--- src/rtl/core/hfpc_pkg.sv ---
`timescale 1ns / 1ps
`default_nettype none
package hfpc_pkg;

  localparam int unsigned FRAME_LEN = 5;
  localparam int unsigned POS_W     = 3;
  localparam int unsigned SUM_W     = 10;
  localparam int unsigned BYTE_W    = 8;
  localparam int unsigned VALUE_W   = 9;
  localparam int unsigned CFG_IDX_W = 1;
  localparam int unsigned CFG_W     = 8;

  localparam logic [CFG_IDX_W-1:0] CFG_HEADER_VALUE = 1'd0;
  localparam logic [CFG_IDX_W-1:0] CFG_CHECK_MASK   = 1'd1;

  localparam logic [POS_W-1:0] POS_FIRST = 3'd0;
  localparam logic [POS_W-1:0] POS_ID    = 3'd1;
  localparam logic [POS_W-1:0] POS_VAL_A = 3'd2;
  localparam logic [POS_W-1:0] POS_VAL_B = 3'd3;
  localparam logic [POS_W-1:0] POS_LAST  = 3'(FRAME_LEN - 1);

  typedef struct packed {
    logic [BYTE_W-1:0]  frame_id;
    logic [VALUE_W-1:0] frame_value;
    logic               checksum_ok;
  } result_t;

endpackage
`default_nettype wire

--- src/rtl/core/hfpc_in_reg.sv ---
`timescale 1ns / 1ps
`default_nettype none
module hfpc_in_reg (
  input  wire logic                       clk,
  input  wire logic                       rst_n,
  input  wire logic                       in_valid,
  output logic                            in_ready,
  input  wire logic [hfpc_pkg::BYTE_W-1:0] in_rx_byte,
  output logic                            item_vld,
  output logic [hfpc_pkg::BYTE_W-1:0]     item_byte,
  input  wire logic                       item_take
);
  import hfpc_pkg::*;

  logic              vld_r;
  logic              vld_nxt;
  logic [BYTE_W-1:0] byte_r;

  assign in_ready  = !vld_r || item_take;
  assign item_vld  = vld_r;
  assign item_byte = byte_r;

  always_comb begin
    vld_nxt = vld_r;
    if (in_ready) begin
      vld_nxt = in_valid;
    end
  end

  always_ff @(posedge clk) begin
    if (!rst_n) begin
      vld_r <= 1'b0;
    end else begin
      vld_r <= vld_nxt;
    end
  end

  always_ff @(posedge clk) begin
    if (in_valid && in_ready) begin
      byte_r <= in_rx_byte;
    end
  end

endmodule
`default_nettype wire

--- src/rtl/core/hfpc_parse.sv ---
`timescale 1ns / 1ps
`default_nettype none
module hfpc_parse (
  input  wire logic                          clk,
  input  wire logic                          rst_n,
  input  wire logic                          cfg_we,
  input  wire logic [hfpc_pkg::CFG_IDX_W-1:0] cfg_index,
  input  wire logic [hfpc_pkg::CFG_W-1:0]     cfg_data,
  input  wire logic                          item_vld,
  input  wire logic [hfpc_pkg::BYTE_W-1:0]    item_byte,
  output logic                               item_take,
  input  wire logic                          slot_free,
  output logic                               res_vld,
  output hfpc_pkg::result_t                  res
);
  import hfpc_pkg::*;

  logic [BYTE_W-1:0] header_r;
  logic [BYTE_W-1:0] mask_r;
  logic [POS_W-1:0]  pos_r;
  logic [POS_W-1:0]  pos_nxt;
  logic              open_r;
  logic              open_nxt;
  logic [SUM_W-1:0]  sum_r;
  logic [SUM_W-1:0]  sum_nxt;
  logic [BYTE_W-1:0] id_r;
  logic [BYTE_W-1:0] val_a_r;
  logic [BYTE_W-1:0] val_b_r;

  logic              start;
  logic [POS_W-1:0]  pos;
  logic              last;
  logic              emit;
  logic              ok;

  always_ff @(posedge clk) begin
    if (!rst_n) begin
      header_r <= '0;
      mask_r   <= '1;
    end else if (cfg_we) begin
      unique case (cfg_index)
        CFG_HEADER_VALUE: header_r <= cfg_data;
        CFG_CHECK_MASK:   mask_r   <= cfg_data;
        default: ;
      endcase
    end
  end

  assign start     = (item_byte == header_r) && !open_r;
  assign pos       = start ? POS_FIRST : pos_r;
  assign last      = (pos == POS_LAST);
  assign emit      = last && open_r;
  assign item_take = item_vld && (slot_free || !emit);
  assign res_vld   = item_take && emit;

  assign ok              = (item_byte == (sum_r[BYTE_W-1:0] & mask_r));
  assign res.checksum_ok = ok;
  assign res.frame_id    = ok ? id_r : '0;
  assign res.frame_value = ok ? ({1'b0, val_a_r} + {1'b0, val_b_r}) : '0;

  always_comb begin
    pos_nxt  = pos_r;
    open_nxt = open_r;
    sum_nxt  = sum_r;
    if (item_take) begin
      pos_nxt  = last ? POS_FIRST : pos + 1'b1;
      open_nxt = last ? 1'b0 : (open_r || start);
      if (pos == POS_FIRST) begin
        sum_nxt = {{(SUM_W-BYTE_W){1'b0}}, item_byte};
      end else if (!last) begin
        sum_nxt = sum_r + {{(SUM_W-BYTE_W){1'b0}}, item_byte};
      end
    end
  end

  always_ff @(posedge clk) begin
    if (!rst_n) begin
      pos_r  <= POS_FIRST;
      open_r <= 1'b0;
      sum_r  <= '0;
    end else begin
      pos_r  <= pos_nxt;
      open_r <= open_nxt;
      sum_r  <= sum_nxt;
    end
  end

  always_ff @(posedge clk) begin
    if (item_take) begin
      case (pos)
        POS_ID:    id_r    <= item_byte;
        POS_VAL_A: val_a_r <= item_byte;
        POS_VAL_B: val_b_r <= item_byte;
        default: ;
      endcase
    end
  end

endmodule
`default_nettype wire

--- src/rtl/core/hfpc_out_reg.sv ---
`timescale 1ns / 1ps
`default_nettype none
module hfpc_out_reg (
  input  wire logic                        clk,
  input  wire logic                        rst_n,
  input  wire logic                        res_vld,
  input  wire hfpc_pkg::result_t           res,
  output logic                             slot_free,
  output logic                             out_valid,
  input  wire logic                        out_ready,
  output logic [hfpc_pkg::BYTE_W-1:0]      out_frame_id,
  output logic [hfpc_pkg::VALUE_W-1:0]     out_frame_value,
  output logic                             out_checksum_ok
);
  import hfpc_pkg::*;

  logic    vld_r;
  logic    vld_nxt;
  result_t res_r;

  assign slot_free       = !vld_r || out_ready;
  assign out_valid       = vld_r;
  assign out_frame_id    = res_r.frame_id;
  assign out_frame_value = res_r.frame_value;
  assign out_checksum_ok = res_r.checksum_ok;

  always_comb begin
    vld_nxt = vld_r;
    if (slot_free) begin
      vld_nxt = res_vld;
    end
  end

  always_ff @(posedge clk) begin
    if (!rst_n) begin
      vld_r <= 1'b0;
    end else begin
      vld_r <= vld_nxt;
    end
  end

  always_ff @(posedge clk) begin
    if (res_vld && slot_free) begin
      res_r <= res;
    end
  end

endmodule
`default_nettype wire

--- src/rtl/core/header_frame_parser_checksum_core.sv ---
`timescale 1ns / 1ps
`default_nettype none
// Five-byte frame parser with additive checksum. One byte is taken per request
// and a new byte can enter as the held one is taken: a byte enters an input
// register, the frame state (position, open flag, running sum, stored id and
// value bytes) advances as it moves on, and a frame result is written to an
// output register as its last byte is taken. A byte equal to header_value
// opens a frame only when none is open; the fifth byte of an open frame yields
// one result with checksum_ok set when it equals the sum of bytes 0 to 3 masked
// by check_mask; on a mismatch frame_id and frame_value read as zero. Bytes
// seen with no frame open produce nothing. Write configuration only while idle.
module header_frame_parser_checksum_core (
  input  wire logic                          clk,
  input  wire logic                          rst_n,
  input  wire logic                          cfg_we,
  input  wire logic [hfpc_pkg::CFG_IDX_W-1:0] cfg_index,
  input  wire logic [hfpc_pkg::CFG_W-1:0]     cfg_data,
  input  wire logic                          in_valid,
  output logic                               in_ready,
  input  wire logic [hfpc_pkg::BYTE_W-1:0]    in_rx_byte,
  output logic                               out_valid,
  input  wire logic                          out_ready,
  output logic [hfpc_pkg::BYTE_W-1:0]         out_frame_id,
  output logic [hfpc_pkg::VALUE_W-1:0]        out_frame_value,
  output logic                               out_checksum_ok
);
  import hfpc_pkg::*;

  logic              item_vld;
  logic [BYTE_W-1:0] item_byte;
  logic              item_take;
  logic              slot_free;
  logic              res_vld;
  result_t           res;

  hfpc_in_reg u_in_reg (
    .clk        (clk),
    .rst_n      (rst_n),
    .in_valid   (in_valid),
    .in_ready   (in_ready),
    .in_rx_byte (in_rx_byte),
    .item_vld   (item_vld),
    .item_byte  (item_byte),
    .item_take  (item_take)
  );

  hfpc_parse u_parse (
    .clk       (clk),
    .rst_n     (rst_n),
    .cfg_we    (cfg_we),
    .cfg_index (cfg_index),
    .cfg_data  (cfg_data),
    .item_vld  (item_vld),
    .item_byte (item_byte),
    .item_take (item_take),
    .slot_free (slot_free),
    .res_vld   (res_vld),
    .res       (res)
  );

  hfpc_out_reg u_out_reg (
    .clk             (clk),
    .rst_n           (rst_n),
    .res_vld         (res_vld),
    .res             (res),
    .slot_free       (slot_free),
    .out_valid       (out_valid),
    .out_ready       (out_ready),
    .out_frame_id    (out_frame_id),
    .out_frame_value (out_frame_value),
    .out_checksum_ok (out_checksum_ok)
  );

endmodule
`default_nettype wire
--- config.mk ---
export PLATFORM = sky130hd
export DESIGN_NAME = header_frame_parser_checksum_core
export DESIGN_NICKNAME = d
export VERILOG_FILES = /design/src/rtl/core/hfpc_pkg.sv /design/src/rtl/core/hfpc_in_reg.sv /design/src/rtl/core/hfpc_parse.sv /design/src/rtl/core/hfpc_out_reg.sv /design/src/rtl/core/header_frame_parser_checksum_core.sv
export SDC_FILE = /design/constraint.sdc
export NUM_CORES = 1
export LEC_CHECK = 0
export BUFFER_PORTS_ARGS = -buffer_cell sky130_fd_sc_hd__buf_2
export CORE_MARGIN = 3
export CORE_UTILIZATION = 35
export CTS_CLUSTER_DIAMETER = 150
export DETAILED_ROUTE_END_ITERATION = 10
export SLEW_MARGIN = 20
export SYNTH_ARGS = -nofsm -noshare
export SYNTH_HDL_FRONTEND = slang
export SYNTH_SLANG_ARGS = --single-unit
--- constraint.sdc ---
create_clock -name clk -period 3.16 [get_ports clk]
set_input_delay 0.948 -clock clk [delete_from_list [all_inputs] [get_ports clk]]
set_output_delay 0.948 -clock clk [all_outputs]
set_load 0.01 [all_outputs]
==> results.md <==
* Post-cts hold buffer count at 0
* Top-count cell post-synth: edfxtp_1
* Syn_nets at roughly 390
* RSZ-0062 raised after global routing: yes
* First-pass GRT wire length at 13100 µm
* # port buffers at 41
* Worst r2r dst: u_in_reg.item_byte[0]$_DFFE_PP_
* Area Overhead vs Synth at 20.3%
* Routed WL at 8080 µm
* Leakage at ~1.7 nW
* First-pass iteration count of the detailed router at 4
* DIE AREA at 0.0122 mm²
* Setup-failing EPs final at 1
* Yosys top cell by area: edfxtp_1
* Worst path required time at 2.21 ns
* Vias in the first global route at 2588
* Fraction of registers with async set/reset at 0
* Core Box Area at 0.0105 mm²
* CTS tree: yes
* Cell depth of the worst hold path at 2
* Headroom to the max-slew limit at 0.581
* I/O pin total at between 40 and 50
* CTS Buffer Depth at 2
* Die H at 110 µm
* Post-DR vias/cell at 4.84
* Tightest Pin Transition at roughly 0.63 ns
* Area of the multi-input gates at 0.00163 mm²
* Iter 0 DRT Violations at between 100 and 150
* Worst Path Arrival at 2.26 ns
* Via Count at approximately 2700
* Clk sinks at 80
* Layout cell share with drive strength beyond 1 at 0.230
* Mean routed wirelength per cell at 14.6 µm
* R2R cell count at 18
* Register bit total from synthesis at 80
* Overall power at 2.10 mW
* Main flop type after synthesis: edfxtp_1
* Hold Violations, Final at 0
* Pin count of the biggest net entering global routing at 31
* CTS buffer count at 9
* Crit path launch type: register
* Top post-synthesis cells by count: edfxtp_1 (50), nand2_1 (37), dfxtp_1 (30), nor2_1 (23), o21ai_0 (22)
* Buf/Inv on CP at 2
* HPWL after DPL at 5840 µm
* Crit-path max cell delay at 0.54 ns
* Setup crit end kind: output pin
* Seq/Total Area, Yosys at 0.553
* Setup tns final at -0.0473 ns
* Number of diodes at 0
* Clock slew at reported path FFs at approximately 0.080 ns
* Max Slew Vio Count at 0
* Flop2flop setup slack at roughly 0.15 ns
* Setup WS pre-CTS at around 0.17 ns
* Delay-heaviest family, CP: simple AND/OR/NAND/NOR gates
* Final nets at ~460
* DRC violation count after routing at 0
* Synthesis Warnings at 0
* Outcome: complete, but fails checks
* Filler cells at roughly 1000
* Routability Congestion at 0.852
* Post-route ant nets at 0
* CTS root buf: clkbuf_8
* Pwr per Cell Area at approximately 460 mW/mm²
* Synth top area cells: edfxtp_1 (39%), dfxtp_1 (16%), ha_1 (6.6%), nand2_1 (3.7%), o21ai_0 (2.9%)
* Yosys cell types at slightly below 50
* Skew-Pair Late Insertion Delay at 0.35 ns
* Share of the synthesized area in the top cell type at 0.395
* GRT overflow at 0
* Synthesized instance count at 343
* CP Cell Sequence: xnor2_2 > nand3_1 > or4_4 > nand2_4 > ha_4 > nand4_1 > nor2_2 > inv_1 > buf_2
* GRT Total Usage at 0.144
* Violated checks: setup timing
* Min Tclk post-route at 3.21 ns
* Hold path startpoint: u_parse.mask_r[7]$_SDFFE_PN1P_
* WHS Endpoint: u_parse.mask_r[7]$_SDFFE_PN1P_
* Mean post-synth cell area at 11.1 µm²
* Worst VDD drop at 0.285 mV
* Htree depth at 3
* Hold Path Class: reg2reg
* Fin crit share at 1.01
* DIE WIDTH at 110 µm
* Maxcap violations at 0
* Slowest cell on crit path: or4_4
* CP Class: reg2out
* Initial Util at 0.363
* Num rows at 37
* Register area at around 0.0021 mm²
* Clock Skew at 0.0126 ns
* R2r startpoint: u_in_reg.item_byte[4]$_DFFE_PP_
* Mapped Area at 0.00380 mm²
* Crit-path max FO at 3
* Setup ws final at -0.0473 ns
* Antenna violations before repair at 0
* Number of synthesized flops with an enable pin at 50
* Max Clock Freq at around 310 MHz
## final cells by class
type	instances	share of cell area
Inverter	16	0.0131
Multi-Input combinational cell	236	0.356
Clock buffer	11	0.0287
Clock inverter	5	0.0123
Timing Repair Buffer	70	0.0925
Tap cell	136	0.0372
Sequential cell	80	0.460
## per-layer routing
layer | wire length, µm | vias to the layer above | part of all wire | GRT usage
met2 | 3660 | 73 | 0.45 | 0.225
li1 | - | 1351 | - | -
met5 | 0 | - | 0 | 0
met4 | 172 | 0 | 0.021 | 0.0457
met1 | 3880 | 1240 | 0.48 | 0.193
met3 | 376 | 15 | 0.047 | 0.0419
## stage by stage
stage	utilization	hold WS (ns)	std cells	area, µm²
2_1_floorplan	-	0.441	343	3820
3_3_place_gp	0.408	0.456	526	4270
3_5_place_dp	0.408	0.458	526	4270
4_1_cts	0.435	0.475	553	4550
5_1_grt	0.437	0.499	554	4570
6_report	0.437	0.469	554	4570
## flip-flops by register name, indices dropped and copies added (netlist names)
register and cells:
u_parse.val_b_r 8, u_out_reg.out_checksum_ok 1, u_parse.header_r 8, u_parse.open_r 1
u_parse.id_r 8, u_out_reg.out_frame_value 9, u_parse.val_a_r 8, u_parse.pos_r 3
u_in_reg.item_byte 8, u_parse.mask_r 8, u_out_reg.out_frame_id 8, u_in_reg.item_vld 1
u_out_reg.out_valid 1, u_parse.sum_r 8
## worst register-to-register path: stages, from the launching register on
cell and delay (ns):
edfxtp_1 0.42, xnor2_1 0.15, nand4_1 0.10, or4_4 0.17, nand2_4 0.07, ha_4 0.16, nand4_1 0.11, nor2_2 0.05
buf_4 0.13, buf_4 0.12, buf_4 0.12, buf_4 0.12, buf_4 0.12, buf_4 0.12, buf_4 0.12, buf_4 0.12
buf_4 0.12, buf_4 0.13, nor2b_4 0.24
## power by group
part	switching, mW	internal (mW)	leakage [nW]
registers	0.0231	1.13	0.669
clock network	0.361	0.366	0.0937
logic	0.118	0.0949	0.980
## cell usage in the layout, fill, tap and decap left out, drive strengths merged, types with 3 or more instances in the layout
| cell | instances |
|---|---|
| nor3 | 7 |
| ha | 20 |
| xor2 | 10 |
| a21boi | 4 |
| clkbuf | 11 |
| inv | 17 |
| nand2 | 37 |
| nand2b | 3 |
| dfxtp | 30 |
| o21ai | 22 |
| and2 | 13 |
| o21a | 4 |
| o31ai | 3 |
| buf | 70 |
| and3 | 4 |
| mux2i | 10 |
| nand3 | 10 |
| nand4 | 4 |
| nor2b | 15 |
| edfxtp | 50 |
| a21oi | 8 |
| xnor2 | 11 |
| nor2 | 23 |
## cell families after synthesis
kind of cell               share of synthesized area
adders and majority gates                     0.0763
muxes                                         0.0263
AOI/OAI and AO/OA                              0.102
buffers and inverters                         0.0293
DFF                                            0.553
and+or+nand+nor                                0.163
xor gates and xnor gates                      0.0503
## what timing repair did
| action | 4_1_cts | 5_1_grt |
|---|---|---|
| setup endpoints to repair | 1 | 9 |
| resized for setup | 4 | 3 |
| setup buffers | 11 | 3 |
| pin swaps | 1 | 0 |
## how the worst max path moves through the flow
stage,from,endpoint,slack [ns],depth (start not counted)
after floorplan,u_in_reg.item_byte[7]$_DFFE_PP_,in_ready,0.005,11
after global placement,u_in_reg.item_byte[7]$_DFFE_PP_,in_ready,0.19,9
after detailed placement,u_in_reg.item_byte[1]$_DFFE_PP_,in_ready,0.17,9
after CTS,u_in_reg.item_byte[7]$_DFFE_PP_,in_ready,-0.07,9
after global routing,u_in_reg.item_byte[7]$_DFFE_PP_,in_ready,-0.20,9
final,u_in_reg.item_byte[7]$_DFFE_PP_,in_ready,-0.05,9
(Power assumes the default switching activity.)
